`src/rtl/sws_pkg.sv`:
```
// shared types, constants and codes of the stroke window statistics core
`default_nettype none

package sws_pkg;

	// default ring depth
	localparam int MAX_WINDOW_DEF = 32;

	// configuration port
	localparam int PADDR_W = 3;
	localparam logic REG_WINDOW_LENGTH = 1'b0;
	localparam logic [5:0] WINDOW_LENGTH_RST = 6'd32;

	// ring entry: x, y, major radius, contact size
	localparam int RAM_W = 80;

	typedef struct packed {
		logic [15:0] point_x;
		logic [15:0] point_y;
		logic [15:0] radius_major;
		logic [15:0] radius_minor;
		logic [15:0] touch_id;
	} sample_t;

	typedef struct packed {
		logic [15:0] centroid_x;
		logic [15:0] centroid_y;
		logic [15:0] max_major;
		logic [31:0] biggest_area;
		logic [5:0]  window_fill;
		logic [31:0] total_seen;
		logic [15:0] stroke_id;
	} result_t;

	typedef enum logic [2:0] {
		ST_IDLE,
		ST_MUL,
		ST_WRITE,
		ST_WALK,
		ST_DRAIN,
		ST_DIV,
		ST_DONE
	} state_t;

	typedef struct packed {
		logic capture;
		logic mul;
		logic write;
		logic issue;
		logic div_step;
		logic load_out;
	} cmd_t;

	typedef struct packed {
		logic walk_last;
		logic div_last;
		logic out_busy;
	} sts_t;

endpackage

`default_nettype wire

```
`src/rtl/sws_sample_if.sv`:
```
// valid/ready channel that carries one touch sample
`default_nettype none

interface sws_sample_if;
	logic             valid;
	logic             ready;
	sws_pkg::sample_t data;

	modport source(output valid, output data, input ready);
	modport sink(input valid, input data, output ready);
endinterface

`default_nettype wire

```
`src/rtl/sws_result_if.sv`:
```
// valid/ready channel that carries one window statistics result
`default_nettype none

interface sws_result_if;
	logic             valid;
	logic             ready;
	sws_pkg::result_t data;

	modport source(output valid, output data, input ready);
	modport sink(input valid, input data, output ready);
endinterface

`default_nettype wire

```
`src/rtl/stroke_window_statistics_core.sv`:
```
// top level of the stroke window statistics core: config register, controller and datapath
`default_nettype none

// Takes one touch sample per transfer on the sample channel and returns one result per
// sample on the result channel: window mean of x and y (truncated), largest major radius,
// largest contact size, window fill, saturating sample count and the stroke id latched from
// the first sample after reset. One sample is worked at a time; its time from transfer to
// the valid result is set by the walk over the ring, which reads the window fill entries one
// entry per cycle through the single read port of the ring memory, and by the bit-serial
// divider that produces both centroids together, one quotient bit per cycle over SW =
// log2(MAX_WINDOW * 65536) bits (21 at the default depth). The next sample is taken as
// soon as the controller is back in idle, even while the previous result still waits in the
// output register. The ring needs no clearing pass after reset: the walk only covers entries
// written since reset. window_length sits at byte address 0 of the config port; zero acts as
// one and values above MAX_WINDOW act as MAX_WINDOW; change it only while the core is idle.
module stroke_window_statistics_core #(
	parameter int MAX_WINDOW = sws_pkg::MAX_WINDOW_DEF
) (
	input  wire logic                        clk,
	input  wire logic                        arst_n,
	sws_sample_if.sink                       sample,
	sws_result_if.source                     result,
	input  wire logic                        psel,
	input  wire logic                        penable,
	input  wire logic                        pwrite,
	input  wire logic [sws_pkg::PADDR_W-1:0] paddr,
	input  wire logic [31:0]                 pwdata,
	output logic      [31:0]                 prdata,
	output logic                             pready
);

	// config register
	logic [5:0] window_length_q;
	logic       cfg_wr;
	logic       cfg_hit;

	sws_pkg::cmd_t cmd;
	sws_pkg::sts_t sts;

	// byte offset bits are ignored, index is the word address
	assign cfg_hit = (paddr[2] == sws_pkg::REG_WINDOW_LENGTH);
	assign pready  = 1'b1;
	assign cfg_wr  = psel && penable && pwrite && pready && cfg_hit;
	assign prdata  = cfg_hit ? {26'd0, window_length_q} : 32'd0;

	always_ff @(posedge clk or negedge arst_n) begin
		if (!arst_n) begin
			window_length_q <= sws_pkg::WINDOW_LENGTH_RST;
		end else if (cfg_wr) begin
			window_length_q <= pwdata[5:0];
		end
	end

	// sequencer
	sws_ctrl u_ctrl (
		.clk         (clk),
		.arst_n      (arst_n),
		.sample_valid(sample.valid),
		.sample_ready(sample.ready),
		.sts         (sts),
		.cmd         (cmd)
	);

	// ring, walk, divider and output register
	sws_dpath #(
		.MAX_WINDOW(MAX_WINDOW)
	) u_dpath (
		.clk          (clk),
		.arst_n       (arst_n),
		.cmd          (cmd),
		.sts          (sts),
		.window_length(window_length_q),
		.sample_data  (sample.data),
		.result_data  (result.data),
		.result_valid (result.valid),
		.result_ready (result.ready)
	);

	// a sample transfer always moves the controller out of idle
	a_busy_after_take: assert property (@(posedge clk) disable iff (!arst_n)
		(sample.valid && sample.ready) |=> !sample.ready)
		else $error("sample taken while previous sample still in work");

	// a fresh result appears exactly as the controller returns to idle
	a_idle_with_result: assert property (@(posedge clk) disable iff (!arst_n)
		$rose(result.valid) |-> sample.ready)
		else $error("result raised without return to idle");

	// every result covers at least one sample
	a_result_nonempty: assert property (@(posedge clk) disable iff (!arst_n)
		result.valid |-> (result.data.window_fill != 6'd0 && result.data.total_seen != 32'd0))
		else $error("result with empty window");

endmodule

`default_nettype wire

```
`src/rtl/sws_ram.sv`:
```
// generic single write port, single read port ram with registered read
`default_nettype none

module sws_ram #(
	parameter int WIDTH = 8,
	parameter int DEPTH = 32,
	localparam int AW = (DEPTH > 1) ? $clog2(DEPTH) : 1
) (
	input  wire logic             clk,
	input  wire logic             we,
	input  wire logic [AW-1:0]    waddr,
	input  wire logic [WIDTH-1:0] wdata,
	input  wire logic             re,
	input  wire logic [AW-1:0]    raddr,
	output logic      [WIDTH-1:0] rdata
);

	logic [WIDTH-1:0] mem [DEPTH];

	always_ff @(posedge clk) begin
		if (we) begin
			mem[waddr] <= wdata;
		end
		if (re) begin
			rdata <= mem[raddr];
		end
	end

endmodule

`default_nettype wire

```
`src/rtl/sws_ctrl.sv`:
```
// sequencing state machine: capture, size multiply, ring write, walk, divide, result
`default_nettype none

module sws_ctrl (
	input  wire logic          clk,
	input  wire logic          arst_n,
	input  wire logic          sample_valid,
	output logic               sample_ready,
	input  wire sws_pkg::sts_t sts,
	output sws_pkg::cmd_t      cmd
);

	sws_pkg::state_t state_q;
	sws_pkg::state_t state_nx;

	always_ff @(posedge clk or negedge arst_n) begin
		if (!arst_n) begin
			state_q <= sws_pkg::ST_IDLE;
		end else begin
			state_q <= state_nx;
		end
	end

	always_comb begin
		state_nx = state_q;
		case (state_q)
			sws_pkg::ST_IDLE: begin
				if (sample_valid) begin
					state_nx = sws_pkg::ST_MUL;
				end
			end
			sws_pkg::ST_MUL:   state_nx = sws_pkg::ST_WRITE;
			sws_pkg::ST_WRITE: state_nx = sws_pkg::ST_WALK;
			sws_pkg::ST_WALK: begin
				if (sts.walk_last) begin
					state_nx = sws_pkg::ST_DRAIN;
				end
			end
			sws_pkg::ST_DRAIN: state_nx = sws_pkg::ST_DIV;
			sws_pkg::ST_DIV: begin
				if (sts.div_last) begin
					state_nx = sws_pkg::ST_DONE;
				end
			end
			sws_pkg::ST_DONE: begin
				if (!sts.out_busy) begin
					state_nx = sws_pkg::ST_IDLE;
				end
			end
			default: state_nx = sws_pkg::ST_IDLE;
		endcase
	end

	always_comb begin
		cmd          = '0;
		sample_ready = 1'b0;
		case (state_q)
			sws_pkg::ST_IDLE: begin
				sample_ready = 1'b1;
				cmd.capture  = sample_valid;
			end
			sws_pkg::ST_MUL:   cmd.mul = 1'b1;
			sws_pkg::ST_WRITE: cmd.write = 1'b1;
			sws_pkg::ST_WALK:  cmd.issue = 1'b1;
			sws_pkg::ST_DRAIN: ;
			sws_pkg::ST_DIV:   cmd.div_step = 1'b1;
			sws_pkg::ST_DONE:  cmd.load_out = !sts.out_busy;
			default: ;
		endcase
	end

endmodule

`default_nettype wire

```
`src/rtl/sws_dpath.sv`:
```
// datapath: sample registers, size multiplier, ring, window walk, serial divider, result register
`default_nettype none

module sws_dpath #(
	parameter int MAX_WINDOW = sws_pkg::MAX_WINDOW_DEF
) (
	input  wire logic             clk,
	input  wire logic             arst_n,
	input  wire sws_pkg::cmd_t    cmd,
	output sws_pkg::sts_t         sts,
	input  wire logic [5:0]       window_length,
	input  wire sws_pkg::sample_t sample_data,
	output sws_pkg::result_t      result_data,
	output logic                  result_valid,
	input  wire logic             result_ready
);

	localparam int AW  = (MAX_WINDOW > 1) ? $clog2(MAX_WINDOW) : 1;
	localparam int FW  = $clog2(MAX_WINDOW + 1);
	localparam int SW  = $clog2(MAX_WINDOW * 65536);
	localparam int SCW = $clog2(SW);

	sws_pkg::sample_t smp_q;
	logic [31:0]      area_q;
	logic [15:0]      mul_b;
	logic [31:0]      area_prod;

	logic [AW-1:0] head_q;
	logic [AW-1:0] rp_q;
	logic [FW-1:0] cnt_q;
	logic [FW-1:0] fill_q;
	logic [FW-1:0] len_eff;
	logic [FW:0]   fill_inc;
	logic [FW-1:0] fill_nx;
	logic [31:0]   seen_q;
	logic [15:0]   id_q;
	logic          pend_q;

	logic [SW-1:0]  sx_q;
	logic [SW-1:0]  sy_q;
	logic [15:0]    mx_q;
	logic [31:0]    ma_q;
	logic [FW-1:0]  rx_q;
	logic [FW-1:0]  ry_q;
	logic [SCW-1:0] step_q;

	logic [FW:0] rx_sh;
	logic [FW:0] ry_sh;
	logic        gx;
	logic        gy;

	logic [sws_pkg::RAM_W-1:0] ram_wdata;
	logic [sws_pkg::RAM_W-1:0] ram_rdata;
	logic [15:0]               rd_x;
	logic [15:0]               rd_y;
	logic [15:0]               rd_maj;
	logic [31:0]               rd_area;

	sws_pkg::result_t res_q;
	logic             out_valid_q;
	logic [FW+5:0]    fill_ext;

	// effective window length: zero means one, clamp to ring depth
	always_comb begin
		if (window_length == 6'd0) begin
			len_eff = FW'(1);
		end else if (32'(window_length) > 32'(MAX_WINDOW)) begin
			len_eff = FW'(MAX_WINDOW);
		end else begin
			len_eff = FW'(window_length);
		end
	end

	assign fill_inc = {1'b0, fill_q} + (FW+1)'(1);
	assign fill_nx  = (fill_inc > {1'b0, len_eff}) ? len_eff : fill_inc[FW-1:0];

	// contact size: major times minor, major squared when minor is unreported
	assign mul_b     = (smp_q.radius_minor == 16'd0) ? smp_q.radius_major : smp_q.radius_minor;
	assign area_prod = 32'(smp_q.radius_major) * 32'(mul_b);

	assign ram_wdata = {smp_q.point_x, smp_q.point_y, smp_q.radius_major, area_q};
	assign rd_x      = ram_rdata[79:64];
	assign rd_y      = ram_rdata[63:48];
	assign rd_maj    = ram_rdata[47:32];
	assign rd_area   = ram_rdata[31:0];

	sws_ram #(
		.WIDTH(sws_pkg::RAM_W),
		.DEPTH(MAX_WINDOW)
	) u_ring (
		.clk  (clk),
		.we   (cmd.write),
		.waddr(head_q),
		.wdata(ram_wdata),
		.re   (cmd.issue),
		.raddr(rp_q),
		.rdata(ram_rdata)
	);

	// restoring divide, one quotient bit per step for both axes
	assign rx_sh = {rx_q, sx_q[SW-1]};
	assign ry_sh = {ry_q, sy_q[SW-1]};
	assign gx    = rx_sh >= {1'b0, fill_q};
	assign gy    = ry_sh >= {1'b0, fill_q};

	always_ff @(posedge clk) begin
		if (cmd.capture) begin
			smp_q <= sample_data;
		end
		if (cmd.mul) begin
			area_q <= area_prod;
		end
		if (cmd.write) begin
			sx_q <= '0;
			sy_q <= '0;
			mx_q <= '0;
			ma_q <= '0;
			rx_q <= '0;
			ry_q <= '0;
		end else if (pend_q) begin
			sx_q <= sx_q + SW'(rd_x);
			sy_q <= sy_q + SW'(rd_y);
			if (rd_maj > mx_q) begin
				mx_q <= rd_maj;
			end
			if (rd_area > ma_q) begin
				ma_q <= rd_area;
			end
		end else if (cmd.div_step) begin
			rx_q <= gx ? FW'(rx_sh - {1'b0, fill_q}) : rx_sh[FW-1:0];
			ry_q <= gy ? FW'(ry_sh - {1'b0, fill_q}) : ry_sh[FW-1:0];
			sx_q <= {sx_q[SW-2:0], gx};
			sy_q <= {sy_q[SW-2:0], gy};
		end
		if (cmd.load_out) begin
			res_q.centroid_x   <= sx_q[15:0];
			res_q.centroid_y   <= sy_q[15:0];
			res_q.max_major    <= mx_q;
			res_q.biggest_area <= ma_q;
			res_q.window_fill  <= fill_ext[5:0];
			res_q.total_seen   <= seen_q;
			res_q.stroke_id    <= id_q;
		end
	end

	always_ff @(posedge clk or negedge arst_n) begin
		if (!arst_n) begin
			head_q      <= '0;
			rp_q        <= '0;
			cnt_q       <= '0;
			fill_q      <= '0;
			seen_q      <= '0;
			id_q        <= '0;
			pend_q      <= 1'b0;
			step_q      <= '0;
			out_valid_q <= 1'b0;
		end else begin
			pend_q <= cmd.issue;
			if (cmd.write) begin
				head_q <= (head_q == AW'(MAX_WINDOW - 1)) ? '0 : head_q + AW'(1);
				rp_q   <= head_q;
				cnt_q  <= '0;
				fill_q <= fill_nx;
				step_q <= '0;
				if (seen_q != '1) begin
					seen_q <= seen_q + 32'd1;
				end
				if (fill_q == '0) begin
					id_q <= smp_q.touch_id;
				end
			end
			if (cmd.issue) begin
				rp_q  <= (rp_q == '0) ? AW'(MAX_WINDOW - 1) : rp_q - AW'(1);
				cnt_q <= cnt_q + FW'(1);
			end
			if (cmd.div_step) begin
				step_q <= step_q + SCW'(1);
			end
			if (cmd.load_out) begin
				out_valid_q <= 1'b1;
			end else if (result_ready) begin
				out_valid_q <= 1'b0;
			end
		end
	end

	assign fill_ext = (FW+6)'(fill_q);

	assign sts.walk_last = (FW'(cnt_q + FW'(1)) == fill_q);
	assign sts.div_last  = (step_q == SCW'(SW - 1));
	assign sts.out_busy  = out_valid_q && !result_ready;

	assign result_data  = res_q;
	assign result_valid = out_valid_q;

endmodule

`default_nettype wire
```
`src/flat_wrapper.sv`:
```
// flat-port wrapper written by rule: the top's interface ports become plain ports
module stroke_window_statistics_core_flat 
#(
	parameter int MAX_WINDOW = sws_pkg::MAX_WINDOW_DEF
)
  (clk, arst_n, psel, penable, pwrite, paddr, pwdata, prdata, pready, sample_valid, sample_data, sample_ready, result_valid, result_data, result_ready);
  sws_sample_if sample_i ();
  sws_result_if result_i ();
  input  wire logic clk;
  input  wire logic arst_n;
  input  wire logic psel;
  input  wire logic penable;
  input  wire logic pwrite;
  input  wire logic [sws_pkg::PADDR_W-1:0] paddr;
  input  wire logic [31:0] pwdata;
  output logic      [31:0] prdata;
  output logic pready;
  input wire logic [$bits(sample_i.valid)-1:0] sample_valid;
  input wire logic [$bits(sample_i.data)-1:0] sample_data;
  output wire logic [$bits(sample_i.ready)-1:0] sample_ready;
  output wire logic [$bits(result_i.valid)-1:0] result_valid;
  output wire logic [$bits(result_i.data)-1:0] result_data;
  input wire logic [$bits(result_i.ready)-1:0] result_ready;
  assign sample_i.valid = sample_valid;
  assign sample_i.data = sample_data;
  assign sample_ready = sample_i.ready;
  assign result_valid = result_i.valid;
  assign result_data = result_i.data;
  assign result_i.ready = result_ready;
  stroke_window_statistics_core #(.MAX_WINDOW(MAX_WINDOW)) u_core (.clk(clk), .arst_n(arst_n), .sample(sample_i), .result(result_i), .psel(psel), .penable(penable), .pwrite(pwrite), .paddr(paddr), .pwdata(pwdata), .prdata(prdata), .pready(pready));
endmodule
```
`config.mk`:
```
export PLATFORM = sky130hd
export DESIGN_NAME = stroke_window_statistics_core_flat
export DESIGN_NICKNAME = d
export VERILOG_FILES = /design/src/rtl/sws_pkg.sv /design/src/rtl/sws_sample_if.sv /design/src/rtl/sws_result_if.sv /design/src/rtl/stroke_window_statistics_core.sv /design/src/rtl/sws_ram.sv /design/src/rtl/sws_ctrl.sv /design/src/rtl/sws_dpath.sv /design/src/flat_wrapper.sv
export SDC_FILE = /design/constraint.sdc
export NUM_CORES = 2
export LEC_CHECK = 0
export ABC_CLOCK_PERIOD_IN_PS = 30600
export BUFFER_PORTS_ARGS = -buffer_cell sky130_fd_sc_hd__buf_2
export CELL_PAD_IN_SITES_DETAIL_PLACEMENT = 1
export CELL_PAD_IN_SITES_GLOBAL_PLACEMENT = 2
export CORE_MARGIN = 10
export CORE_UTILIZATION = 44
export CTS_CLUSTER_DIAMETER = 150
export DETAILED_ROUTE_END_ITERATION = 7
export PLACE_DENSITY_LB_ADDON = 0.12
export SLEW_MARGIN = 15
export SYNTH_ARGS = -nofsm -noshare
export SYNTH_HDL_FRONTEND = slang
export SYNTH_SLANG_ARGS = --single-unit
```
`constraint.sdc`:
```
create_clock -name clk -period 30.6 [get_ports clk]
set_input_delay 3.06 -clock clk [delete_from_list [all_inputs] [get_ports clk]]
set_output_delay 3.06 -clock clk [all_outputs]
set_load 0.03 [all_outputs]
```
==> out/summary.txt <==
Status: finished clean
Net Sw Power: 5.06 mW
Max cap viols: 0
Sequential share of the synthesized area: 0.715
Worst vdd ir: 144 uV
Core area: 288000 um^2
Crit path cell chain: nor4_1 > and4_1 > a21o_1 > nand2_1 > fa_1 > fa_1 > inv_1 > fa_1 > inv_1 > fa_1 > inv_1 > fa_1 > inv_1 > fa_1 > inv_1 > ha_1 > a21oi_1 > o21ai_0 > a21oi_1 > o211ai_1 > a21bo_2 > a211oi_1 > o21ai_0 > xnor2_1
Max-slew violation total from the final report: 0
Clock share of power: 0.267
Family with the most delay on the worst path: adder cells
YS warnings: 0
Combinational Power Share: 0.346
Post-route setup TNS: 0 ns
H-tree levels: 5
Min-delay src: u_core.u_dpath.ma_q[4]$_SDFFE_PP0P_
Lkg Pwr: 48.2 nW
Post-synth EDFFs: 2886
Largest net degree at the start of global routing: 123
Residual DRC: 0
Worst R2R Path Depth: 24
Postcts setup bufs: 0
GRT Residual Overflow: 0
Final hold vios: 0
Final setup viols: 0
WHS Path Cells: 0
DR WL/cell: 31.5 um
CP Buf/Inv Count: 5
Final layout net count: 7459
Flops & latches, synth: 3074
Gpl congestion: 0.757
R2R setup slack: 21.94 ns
Post-DP HPWL: 176000 um
Max stage delay cell, worst path: and4_1
CP Launch Type: flip-flop
Worst setup startpoint: u_core.u_dpath.smp_q[20]$_DFFE_PP_
Hold Crit Class: reg -> reg
Power per cell area: 102 nW/um^2
Worst-Skew Late Latency: 0.94 ns
Drt first-iter violations: 6698
CTS tree: built
Int Pwr: 9.55 mW
Post-Syn Area: 127000 um^2
Slew @ Worst Pin: 1.18 ns
Ys async rst share: 0.0280
Area overhead of the layout relative to synthesis: 13.1%
Placed insts: 10.4k
Vias per std cell: 5.84
Final worst path period need: 8.66 ns
Final Cell Area: 144000 um^2
Most frequent cell after synthesis: edfxtp_1
PortBufs: 235
Die Y-Extent: 558 um
Clock buffer depth: 4
Routed WL: 346000 um
CP endpoint kind: flip-flop
Top FF cell, synth: edfxtp_1
CP Max Fanout: 28
Cell variety after synth: 69
Global-route wire length before repair: 496000 um
Most frequent cells after synthesis: edfxtp_1 (2886), mux4_2 (800), nand2_1 (526)
Reg-to-Reg End: u_core.u_dpath.area_q[26]$_DFFE_PP_
Vias in the first global route: 68.4k
PostCTS Resize Cnt: 0
Final core utilization: 0.500
Root buffer cell: clkbuf_16
Switching share of total power: 0.346
Layout cells sized above 1: 0.238
Die Width: 558 um
Mapped Avg Cell Area: 19.4 um^2
Hold path endpoint: u_core.u_dpath.result_data[58]$_DFFE_PP_
FMAX: 0.116 GHz
Initial core utilization: 0.442
IO Count: 291
Vias: 64.1k
# clock sinks: 3074
Row cnt: 197
Worst Path Arrival: 9.28 ns
Register share of total power: 0.387
Synth area leader: edfxtp_1
Synth top area cells: edfxtp_1 (68%), mux4_2 (14%), fa_1 (3.1%)
CP peak stage delay: 0.88 ns
Fillcell total: 25.9k
Top cell type's share of synthesized area: 0.682
Crit path kind: reg -> reg
Cell Count, Final, Fillers Out: 11.0k
Total Die Area: 311000 um^2
Unrepaired setup endpoints after global routing: false
Slew HR: 0.212
Crit share post-route: 0.283
DP Area: 133000 um^2
Worst EP required: 31.23 ns
Initial antenna violation count: 31
Clk pin slew, worst setup/hold paths: 0.06 ns
Crit-path most repeated cell: fa_1
Post-DRT Antenna Nets: 0
TritonCTS Buffers: 331
GRT Overall Usage: 0.219
Mapped Cells: 6557
First-pass DRT Iterations: 6
Clk_skew: 0.0716 ns
R2R Path Start: u_core.u_dpath.smp_q[20]$_DFFE_PP_
Hold Buf Count CTS: 0
==> sequential cells by signal (all words and copies together), names as in the netlist <==
| name | flops |
|---|---|
| u_core.u_dpath.head_q | 5 |
| u_core.u_dpath.id_q | 16 |
| u_core.u_dpath.seen_q | 32 |
| u_core.u_dpath.pend_q | 1 |
| u_core.u_dpath.u_ring.rdata | 80 |
| u_core.u_dpath.rx_q | 6 |
| u_core.u_dpath.area_q | 32 |
| u_core.u_dpath.rp_q | 5 |
| u_core.u_ctrl.state_q | 3 |
| u_core.u_dpath.sx_q | 21 |
| u_core.u_dpath.step_q | 5 |
| u_core.u_dpath.smp_q | 32 |
| u_core.window_length_q | 6 |
| u_core.u_dpath.sy_q | 21 |
| u_core.u_dpath.result_valid | 1 |
| u_core.u_dpath.ma_q | 32 |
| u_core.u_dpath.result_data | 134 |
| u_core.u_dpath.ry_q | 6 |
| u_core.u_dpath.fill_q | 6 |
| u_core.u_dpath.mx_q | 16 |
| u_core.u_dpath.u_ring.mem | 2560 |
| u_core.u_dpath.cnt_q | 6 |
| u_core.u_dpath.ram_wdata | 48 |
==> metrics by stage <==
step	hold slack (ns)	total power, mW	setup WS [ns]
CTS	0.425	14.8	21.93
finish	0.430	14.6	21.94
detailed placement	0.416	10.9	21.97
floorplan	0.408	9.17	16.94
global route	0.442	15.4	21.40
global placement	0.416	10.8	22.05
==> routing by layer <==
metal | global-route usage | up-vias | part of all wire
met5 | 0 | - | 0.00018
li1 | - | 26669 | -
met2 | 0.357 | 2224 | 0.48
met4 | 0.0657 | 10 | 0.032
met3 | 0.0404 | 596 | 0.068
met1 | 0.304 | 34627 | 0.42
==> logic make-up (layout without fill, tap and decap cells) <==
| group | count (synthesis) | in the layout | share of synthesized area |
|---|---|---|---|
| buf+inv | 642 | 1257 | 0.0203 |
| flops | 3074 | 3074 | 0.715 |
| compound gates | 467 | 467 | 0.0244 |
| fa+ha+maj | 412 | 412 | 0.0522 |
| simple gates | 1028 | 1028 | 0.0369 |
| other cells | 2 | 33 | 0.0000591 |
| mux | 843 | 843 | 0.145 |
| xor+xnor | 89 | 89 | 0.00613 |
==> placed cells by master (no fill, tap or decap), drive strengths merged, types with 18 or more instances in the layout <==
master	netlist	routed
fa	198	198
o21ai	119	119
conb	2	27
inv	308	321
nand4	25	25
ha	214	214
a311oi	21	21
clkinv	0	137
buf	110	344
mux2	28	28
xor2	22	22
xnor2	67	67
nand2	526	526
clkbuf	224	424
a21oi	118	118
mux4	800	800
nand3	97	97
edfxtp	2886	2886
o21a	28	28
bufinv	0	21
nor3	24	24
and3	18	18
nor2	135	135
o31ai	34	34
a21o	51	51
and2	115	115
dfrtp	85	85
dfxtp	102	102
a211oi	25	25
nor2b	23	23
==> area by class of cell <==
class                   instances  area, um^2  share of cell area
repair buffers                344        2420              0.0169
inverters                     308        1170             0.00813
clock inverters               181        1770              0.0123
flip-flops and latches       3074       90900               0.632
well taps                    3781        4730              0.0329
clock buffers                 424        8730              0.0607
diodes                          6        15.0            0.000104
multi-input cells            2866       34100               0.237
==> power groups by stage <==
stage	registers (mW)	logic, mW	clock network (mW)
after global placement	5.72	5.05	0
final	5.65	5.05	3.90
after CTS	5.67	5.12	3.99
after floorplan	5.60	3.57	0
after detailed placement	5.76	5.09	0
after global routing	5.71	5.54	4.16
==> worst reg2reg max path, cell delays in order, from the launching register on <==
cell,delay (ns)
edfxtp_1,0.48
nor4_1,0.34
and4_1,0.88
a21o_1,0.83
nand2_1,0.16
fa_1,0.51
fa_1,0.55
inv_1,0.05
fa_1,0.50
inv_1,0.06
fa_1,0.53
inv_1,0.05
fa_1,0.48
inv_1,0.06
fa_1,0.51
inv_1,0.05
ha_1,0.36
a21oi_1,0.20
o21ai_0,0.14
a21oi_1,0.32
o211ai_1,0.33
a21bo_2,0.32
a211oi_1,0.39
o21ai_0,0.17
xnor2_1,0.15
==> worst max-delay path by stage <==
stage / endpoint / slack, ns / cells after the start
CTS: u_core.u_dpath.area_q[26]$_DFFE_PP_ / 21.93 / 24
detailed placement: u_core.u_dpath.area_q[30]$_DFFE_PP_ / 21.97 / 24
global placement: u_core.u_dpath.area_q[26]$_DFFE_PP_ / 22.05 / 24
finish: u_core.u_dpath.area_q[26]$_DFFE_PP_ / 21.94 / 24
global route: u_core.u_dpath.area_q[30]$_DFFE_PP_ / 21.40 / 24
floorplan: u_core.u_dpath.result_data[0]$_DFFE_PP_ / 16.94 / 2
Note: power is estimated with default switching activity, not from simulation.
